<file path="config.mk">
export PLATFORM = sky130hd
export DESIGN_NAME = vbr_info_header_parser_flat
export DESIGN_NICKNAME = d
export VERILOG_FILES = /design/src/design/vip_pkg.sv /design/src/design/vip_byte_if.sv /design/src/design/vip_result_if.sv /design/src/design/vip_in_stage.sv /design/src/design/vip_parse_core.sv /design/src/design/vbr_info_header_parser.sv /design/src/flat_wrapper.sv
export VERILOG_INCLUDE_DIRS = /design/src /design/src/design
export SDC_FILE = /design/constraint.sdc
export NUM_CORES = 1
export LEC_CHECK = 0
export ABC_AREA = 0
export BUFFER_PORTS_ARGS = -buffer_cell sky130_fd_sc_hd__buf_2
export CAP_MARGIN = 5
export CORE_MARGIN = 2
export CORE_UTILIZATION = 25
export CTS_CLUSTER_DIAMETER = 80
export DETAILED_ROUTE_END_ITERATION = 16
export MAX_ROUTING_LAYER = met4
export PLACE_DENSITY_LB_ADDON = 0.2
export SLEW_MARGIN = 20
export SYNTH_ARGS = -nofsm -noshare
export SYNTH_HDL_FRONTEND = slang
export SYNTH_SLANG_ARGS = --single-unit
export TNS_END_PERCENT = 30
</file>
<file path="constraint.sdc">
create_clock -name clk -period 15.4 [get_ports clk]
set_input_delay 4.62 -clock clk [delete_from_list [all_inputs] [get_ports clk]]
set_output_delay 4.62 -clock clk [all_outputs]
set_load 0.005 [all_outputs]
</file>
<file path="src/design/vbr_info_header_parser_macros.svh">
// Assertion helpers for the VBR header parser.
`ifndef VBR_INFO_HEADER_PARSER_MACROS_SVH
`define VBR_INFO_HEADER_PARSER_MACROS_SVH

`ifndef SYNTHESIS
`define VIP_ASSERT(label, clk, rst, prop, msg) \
  label: assert property (@(posedge clk) disable iff (rst) prop) else $error(msg);
`define VIP_ASSERT_ALWAYS(label, clk, prop, msg) \
  label: assert property (@(posedge clk) prop) else $error(msg);
`else
`define VIP_ASSERT(label, clk, rst, prop, msg)
`define VIP_ASSERT_ALWAYS(label, clk, prop, msg)
`endif

`endif

</file>
<file path="src/design/vip_pkg.sv">
package vip_pkg;

  // "Xing" and "Info", first character at index 0
  localparam logic [3:0][7:0] XING_TAG = {8'h67, 8'h6e, 8'h69, 8'h58};
  localparam logic [3:0][7:0] INFO_TAG = {8'h6f, 8'h66, 8'h6e, 8'h49};

  localparam logic [7:0] MPEG1_MASK = 8'h08;
  localparam logic [7:0] NO_CRC_MASK = 8'h01;
  localparam logic [7:0] MONO_MASK = 8'hc0;

  localparam logic [5:0] OFS_BASE = 6'd4;
  localparam logic [5:0] OFS_CRC = 6'd2;
  localparam logic [5:0] OFS_M1_MONO = 6'd17;
  localparam logic [5:0] OFS_M1_STEREO = 6'd32;
  localparam logic [5:0] OFS_M2_MONO = 6'd9;
  localparam logic [5:0] OFS_M2_STEREO = 6'd17;

  localparam logic [6:0] POS_MAX = 7'd127;
  localparam logic [7:0] MIN_FRAME_LEN = 8'd8;
  localparam logic [7:0] FLAGS_END = 8'd8;
  localparam logic [7:0] FIELD_LEN = 8'd4;

  // header_flags bit positions
  localparam int HF_MPEG1 = 0;
  localparam int HF_CRC = 1;
  localparam int HF_MONO = 2;

  typedef struct packed {
    logic       valid;
    logic [7:0] byte_value;
    logic       last_byte;
  } stage_t;

endpackage

</file>
<file path="src/design/vip_byte_if.sv">
interface vip_byte_if;
  logic       valid;
  logic       ready;
  logic [7:0] byte_value;
  logic       last_byte;

  modport source (output valid, output byte_value, output last_byte, input ready);
  modport sink (input valid, input byte_value, input last_byte, output ready);
endinterface

</file>
<file path="src/design/vip_result_if.sv">
interface vip_result_if;
  logic        valid;
  logic        ready;
  logic        found;
  logic        is_variable;
  logic [31:0] frame_count;
  logic [31:0] byte_count;

  modport source (output valid, output found, output is_variable, output frame_count,
                  output byte_count, input ready);
  modport sink (input valid, input found, input is_variable, input frame_count,
                input byte_count, output ready);
endinterface

</file>
<file path="src/design/vip_in_stage.sv">
module vip_in_stage
  import vip_pkg::*;
(
  input  logic       clk,
  input  logic       rst,
  vip_byte_if.sink   byte_in,
  input  logic       take,
  output stage_t     stage
);

  stage_t stage_next;

  assign byte_in.ready = !stage.valid || take;

  always_comb begin
    stage_next = stage;
    if (byte_in.ready) begin
      stage_next.valid = byte_in.valid;
      stage_next.byte_value = byte_in.byte_value;
      stage_next.last_byte = byte_in.last_byte;
    end
  end

  always_ff @(posedge clk) begin
    stage.byte_value <= stage_next.byte_value;
    stage.last_byte <= stage_next.last_byte;
    if (rst) begin
      stage.valid <= 1'b0;
    end else begin
      stage.valid <= stage_next.valid;
    end
  end

endmodule

</file>
<file path="src/design/vip_parse_core.sv">
`include "vbr_info_header_parser_macros.svh"

module vip_parse_core
  import vip_pkg::*;
(
  input  logic         clk,
  input  logic         rst,
  input  stage_t       stage,
  output logic         take,
  vip_result_if.source result_out
);

  logic [6:0]  position, position_next;
  logic [2:0]  header_flags, header_flags_next;
  logic [5:0]  tag_offset, tag_offset_next;
  logic        xing_match, xing_match_next;
  logic        info_match, info_match_next;
  logic [1:0]  field_flags, field_flags_next;
  logic [31:0] frames_seen, frames_seen_next;
  logic [31:0] bytes_seen, bytes_seen_next;

  logic        res_valid;
  logic        res_found, res_var;
  logic [31:0] res_frames, res_bytes;

  logic [7:0]  b;
  logic [6:0]  rel;
  logic        in_tag;
  logic [5:0]  ofs_calc;
  logic [7:0]  len, at8, at12, at_bytes;
  logic        ok_base, ok_frames, ok_final;
  logic [31:0] frames_out, bytes_out;

  assign b = stage.byte_value;
  assign take = stage.valid && (!stage.last_byte || !res_valid || result_out.ready);

  always_comb begin
    header_flags_next = header_flags;
    tag_offset_next = tag_offset;
    xing_match_next = xing_match;
    info_match_next = info_match;
    field_flags_next = field_flags;
    frames_seen_next = frames_seen;
    bytes_seen_next = bytes_seen;
    ofs_calc = OFS_BASE;

    if (position == 7'd1) begin
      if ((b & MPEG1_MASK) != 8'd0) header_flags_next[HF_MPEG1] = 1'b1;
      if ((b & NO_CRC_MASK) == 8'd0) header_flags_next[HF_CRC] = 1'b1;
    end else if (position == 7'd3) begin
      if ((b & MONO_MASK) == MONO_MASK) header_flags_next[HF_MONO] = 1'b1;
      if (header_flags_next[HF_CRC]) ofs_calc = ofs_calc + OFS_CRC;
      unique case ({header_flags_next[HF_MPEG1], header_flags_next[HF_MONO]})
        2'b11:   ofs_calc = ofs_calc + OFS_M1_MONO;
        2'b10:   ofs_calc = ofs_calc + OFS_M1_STEREO;
        2'b01:   ofs_calc = ofs_calc + OFS_M2_MONO;
        default: ofs_calc = ofs_calc + OFS_M2_STEREO;
      endcase
      tag_offset_next = ofs_calc;
    end

    // tag offset is set once byte 3 is in, so it is valid from byte 4 on
    in_tag = (position >= 7'd4) && (tag_offset != 6'd0) && (position >= {1'b0, tag_offset});
    rel = position - {1'b0, tag_offset};

    if (in_tag) begin
      if (rel < 7'd4) begin
        if (b != XING_TAG[rel[1:0]]) xing_match_next = 1'b0;
        if (b != INFO_TAG[rel[1:0]]) info_match_next = 1'b0;
      end else if (rel == 7'd7) begin
        field_flags_next = b[1:0];
      end else if (rel >= 7'd8 && rel < 7'd12) begin
        if (field_flags[0]) begin
          frames_seen_next = {frames_seen[23:0], b};
        end else if (field_flags[1]) begin
          bytes_seen_next = {bytes_seen[23:0], b};
        end
      end else if (rel >= 7'd12 && rel < 7'd16) begin
        if (field_flags == 2'b11) bytes_seen_next = {bytes_seen[23:0], b};
      end
    end

    position_next = (position < POS_MAX) ? position + 7'd1 : position;
  end

  // end-of-frame evaluation on the updated state
  always_comb begin
    len = {1'b0, position} + 8'd1;
    at8 = {2'b00, tag_offset_next} + FLAGS_END;
    at12 = at8 + FIELD_LEN;
    at_bytes = field_flags_next[0] ? at12 : at8;
    ok_base = (len >= MIN_FRAME_LEN) && (at8 <= len) && (xing_match_next || info_match_next);
    ok_frames = ok_base && (!field_flags_next[0] || at12 <= len);
    frames_out = field_flags_next[0] ? frames_seen_next : 32'd0;
    ok_final = ok_frames && (frames_out != 32'd0);
    bytes_out = (field_flags_next[1] && at_bytes + FIELD_LEN <= len) ? bytes_seen_next : 32'd0;
  end

  always_ff @(posedge clk) begin
    if (rst) begin
      position <= 7'd0;
      header_flags <= 3'd0;
      tag_offset <= 6'd0;
      xing_match <= 1'b1;
      info_match <= 1'b1;
      field_flags <= 2'd0;
      frames_seen <= 32'd0;
      bytes_seen <= 32'd0;
    end else if (take) begin
      if (stage.last_byte) begin
        // drop all frame state, ready for the next frame
        position <= 7'd0;
        header_flags <= 3'd0;
        tag_offset <= 6'd0;
        xing_match <= 1'b1;
        info_match <= 1'b1;
        field_flags <= 2'd0;
        frames_seen <= 32'd0;
        bytes_seen <= 32'd0;
      end else begin
        position <= position_next;
        header_flags <= header_flags_next;
        tag_offset <= tag_offset_next;
        xing_match <= xing_match_next;
        info_match <= info_match_next;
        field_flags <= field_flags_next;
        frames_seen <= frames_seen_next;
        bytes_seen <= bytes_seen_next;
      end
    end
  end

  always_ff @(posedge clk) begin
    if (rst) begin
      res_valid <= 1'b0;
    end else if (take && stage.last_byte) begin
      res_valid <= 1'b1;
    end else if (result_out.ready) begin
      res_valid <= 1'b0;
    end
  end

  always_ff @(posedge clk) begin
    if (take && stage.last_byte) begin
      res_found <= ok_final;
      res_var <= ok_final && xing_match_next;
      res_frames <= ok_final ? frames_out : 32'd0;
      res_bytes <= ok_final ? bytes_out : 32'd0;
    end
  end

  assign result_out.valid = res_valid;
  assign result_out.found = res_found;
  assign result_out.is_variable = res_var;
  assign result_out.frame_count = res_frames;
  assign result_out.byte_count = res_bytes;

  `VIP_ASSERT(a_not_found_zero, clk, rst,
    res_valid && !res_found |-> !res_var && res_frames == 32'd0 && res_bytes == 32'd0,
    "not-found result carries nonzero fields")
  `VIP_ASSERT(a_result_from_last, clk, rst,
    res_valid && !$past(res_valid) |-> $past(take && stage.last_byte),
    "result appeared without a last byte")
  `VIP_ASSERT(a_frame_restart, clk, rst,
    take && stage.last_byte |=> position == 7'd0 && xing_match && info_match,
    "state not cleared after last byte")
  `VIP_ASSERT(a_position_step, clk, rst,
    take && !stage.last_byte && position != POS_MAX |=> position == $past(position) + 7'd1,
    "position did not advance")
  `VIP_ASSERT_ALWAYS(a_reset_clears, clk,
    rst |=> !res_valid && position == 7'd0,
    "reset did not clear control state")

endmodule

</file>
<file path="src/design/vbr_info_header_parser.sv">
// channel     | dir | payload
// ------------+-----+---------------------------------------------
// byte_in     | in  | byte_value[7:0], last_byte
// result_out  | out | found, is_variable, frame_count[31:0], byte_count[31:0]
//
// One byte per cycle unless a waiting result stalls the input; each byte passes an input register and the parse logic.
// A result is registered when its last byte is taken from the input register; other bytes give none.
// Synchronous active-high reset clears the frame state and both valid flags.
// A waiting result stalls the input only when the next last byte reaches the parser.
module vbr_info_header_parser
  import vip_pkg::*;
(
  input  logic         clk,
  input  logic         rst,
  vip_byte_if.sink     byte_in,
  vip_result_if.source result_out
);

  stage_t stage;
  logic   take;

  vip_in_stage u_in_stage (
    .clk     (clk),
    .rst     (rst),
    .byte_in (byte_in),
    .take    (take),
    .stage   (stage)
  );

  vip_parse_core u_parse_core (
    .clk        (clk),
    .rst        (rst),
    .stage      (stage),
    .take       (take),
    .result_out (result_out)
  );

endmodule
</file>
<file path="src/flat_wrapper.sv">
// flat-port wrapper written by rule: the top's interface ports become plain ports
module vbr_info_header_parser_flat import vip_pkg::*;
  (clk, rst, byte_in_valid, byte_in_byte_value, byte_in_last_byte, byte_in_ready, result_out_valid, result_out_found, result_out_is_variable, result_out_frame_count, result_out_byte_count, result_out_ready);
  vip_byte_if byte_in_i ();
  vip_result_if result_out_i ();
  input  logic clk;
  input  logic rst;
  input wire logic [$bits(byte_in_i.valid)-1:0] byte_in_valid;
  input wire logic [$bits(byte_in_i.byte_value)-1:0] byte_in_byte_value;
  input wire logic [$bits(byte_in_i.last_byte)-1:0] byte_in_last_byte;
  output wire logic [$bits(byte_in_i.ready)-1:0] byte_in_ready;
  output wire logic [$bits(result_out_i.valid)-1:0] result_out_valid;
  output wire logic [$bits(result_out_i.found)-1:0] result_out_found;
  output wire logic [$bits(result_out_i.is_variable)-1:0] result_out_is_variable;
  output wire logic [$bits(result_out_i.frame_count)-1:0] result_out_frame_count;
  output wire logic [$bits(result_out_i.byte_count)-1:0] result_out_byte_count;
  input wire logic [$bits(result_out_i.ready)-1:0] result_out_ready;
  assign byte_in_i.valid = byte_in_valid;
  assign byte_in_i.byte_value = byte_in_byte_value;
  assign byte_in_i.last_byte = byte_in_last_byte;
  assign byte_in_ready = byte_in_i.ready;
  assign result_out_valid = result_out_i.valid;
  assign result_out_found = result_out_i.found;
  assign result_out_is_variable = result_out_i.is_variable;
  assign result_out_frame_count = result_out_i.frame_count;
  assign result_out_byte_count = result_out_i.byte_count;
  assign result_out_i.ready = result_out_ready;
  vbr_info_header_parser u_core (.clk(clk), .rst(rst), .byte_in(byte_in_i), .result_out(result_out_i));
endmodule
</file>
==> run metrics <==
FILL cells=3266; Seq/Total Area, Yosys=49.45%; DRC=0; Hold Vio Cnt, Final=0; kind of start point of the critical path=primary input; clock sink count=161; EDFF count, synth=75; synth unique cells=61; Max clock buf depth=2; ANT cells=0; crit path DAT=5.69 ns; clk root buf=clkbuf_16; setup TNS=0 ns; outcome=completed; final clock skew=0.01181 ns; share of layout cells above drive strength 1=15.94%; post-route clock period utilization=66.96%; Max-Cap Viols=0; RSZ-0062 raised after global routing=no; routability cong.=0.8439; kind of end point of the critical path=output port; Static Leak=0.003488 uW; min setup slack post-route=5.089 ns; DR vias/cell=4.762; router iterations before antenna repair=5; Die Area=33600 sq um; Congestion Overflow GR=0; most frequent cells in the layout=138 x nor2_1, 86 x dfxtp_1, 80 x buf_2; Core Footprint=31640 sq um; num ports=81; synthesized cell area=8036 sq um; Layout Cell Area excl Fill=9435 sq um; min Tclk post-route=10.31 ns; Final Util=29.82%; Final setup viols=0; Synth Flop Type=dfxtp_1; WL final=21260 um; cts repair resizes=0; CTS tree=yes; Die H=183.3 um; TritonCTS buffer count=17; worst-path fanout max=11; area leader, netlist=edfxtp_1; Port Buffers=80; initial drt markers=378; Worst EP required=10.78 ns; most common cell after layout, fill and taps aside=nor2_1; largest cells by area after synthesis=edfxtp_1 28%, dfxtp_1 21%, mux2i_1 9.0%; Synth top area share=28.02%; WL/cell=16.76 um; Tightest Pin Transition=0.9722 ns; number of setup buffers added after CTS=0; pre-CTS setup slack=5.030 ns; critical path class=in2out; initial antenna violation count=0; via count=6038; Max IR drop VDD=0.05340 mV; fin nets=903; dpl cell area=8837 sq um; Tightest Hold Check Type=reg2reg; Synth Instances=795; clk slew on worst S/H paths=0.06 ns; Synth Net Count=845; Synth Area per Inst=10.11 sq um; die extent in x=183.3 um; Final Max Tran Viols=0; ys async rst share=0%; number of global-route vias before repair=5892; P per Cell Area=96.29 nW/um^2; first-pass GRT wire length=34040 um; pin count of the biggest net entering global routing=83; Seq. cell area=3974 sq um; row count=65; worst skew pair latency=0.43 ns; Total Routing Usage GR=13.30%; Seq cells post-synth=161; post-route antenna net violation count=0; # H-tree levels=4; Hold Buf Count CTS=0; area grow syn2layout=17.41%; Max Freq=96.98 MHz; area of the multi-input gates=3786 sq um; initial core utilization=25.40%; Synth Warn #=0; worst relative slew slack=35.19%; Post-DP HPWL=14200 um
-- layer usage --
layer,wire length [um],global-route usage [%],vias up
met4,197,3.456,0
met3,596,2.740,12
li1,-,-,3021
met1,10740,18.00,2920
met5,0,-,-
met2,9718,20.27,85
-- flip-flops by register name (all words and copies together) (netlist names) --
| name | cells |
|---|---|
| u_core.u_in_stage.stage | 10 |
| u_core.u_parse_core.bytes_seen | 32 |
| u_core.u_parse_core.field_flags | 2 |
| u_core.u_parse_core.frames_seen | 32 |
| u_core.u_parse_core.header_flags | 3 |
| u_core.u_parse_core.info_match | 1 |
| u_core.u_parse_core.position | 7 |
| u_core.u_parse_core.result_out.byte_count | 32 |
| u_core.u_parse_core.result_out.found | 1 |
| u_core.u_parse_core.result_out.frame_count | 32 |
| u_core.u_parse_core.result_out.is_variable | 1 |
| u_core.u_parse_core.result_out.valid | 1 |
| u_core.u_parse_core.tag_offset | 6 |
| u_core.u_parse_core.xing_match | 1 |
-- final cells by class --
cell class / count / share of cell area [%]
multi-input cells: 558 / 40.13
clock inverters: 7 / 0.7426
clock buffers: 25 / 5.596
inverters: 24 / 0.9680
flip-flops and latches: 161 / 42.12
repair buffers: 91 / 5.119
well taps: 402 / 5.331
-- logic make-up (layout without fill, tap and decap cells) --
kind of cell    Yosys count  count (layout)  synth area share, %
mux                      75              75                9.388
buf+inv                  76             147                3.783
fa+ha+maj                37              37                5.854
simple gates            278             278                16.29
compound gates          143             143                12.52
xor+xnor                 25              25                2.725
flops                   161             161                49.45
-- worst max-delay path, cell delays in order --
cell and delay, ns:
buf_2 0.10, nor2b_1 0.17, nand3_1 0.49, buf_2 0.32
-- stage by stage --
step,hold slack (ns),power [uW],cells
after floorplan,0.4401,477.5,795
after global placement,0.4552,489.1,1236
after detailed placement,0.4553,488.9,1236
after CTS,0.4646,918.9,1268
after global routing,0.5173,939.9,1268
final,0.4644,908.5,1268
-- final timing paths --
kind	from	endpoint	slack (ns)	cells past startpoint
max	result_out_ready	byte_in_ready	5.09	4
min	u_core.u_parse_core.info_match	u_core.u_parse_core.info_match	0.46	2
min reg2reg	u_core.u_parse_core.info_match	u_core.u_parse_core.info_match	0.46	2
max reg2reg	u_core.u_parse_core.position[0]	u_core.u_parse_core.result_out.byte_count[4]	9.05	25
-- synthesized netlist by cell type (all sizes together) (5+ instances only) --
master	instances
nand4	8
nand2	30
xnor2	12
mux2i	72
and3	8
nor3	42
a21oi	20
a21o	10
and4	5
nand3	15
xor2	13
edfxtp	75
dfxtp	86
nor2	138
buf	16
nor4	12
ha	36
a22oi	70
inv	23
o21ai	18
clkbuf	36
-- power breakdown --
part | internal, uW | switching (uW) | total [uW] | leakage [uW]
Combinational | 6.91 | 18.3 | 25.3 | 0.00167
Clock | 255 | 174 | 430 | 0.000290
Sequential | 449 | 5.16 | 454 | 0.00153
(Power assumes the default switching activity.)
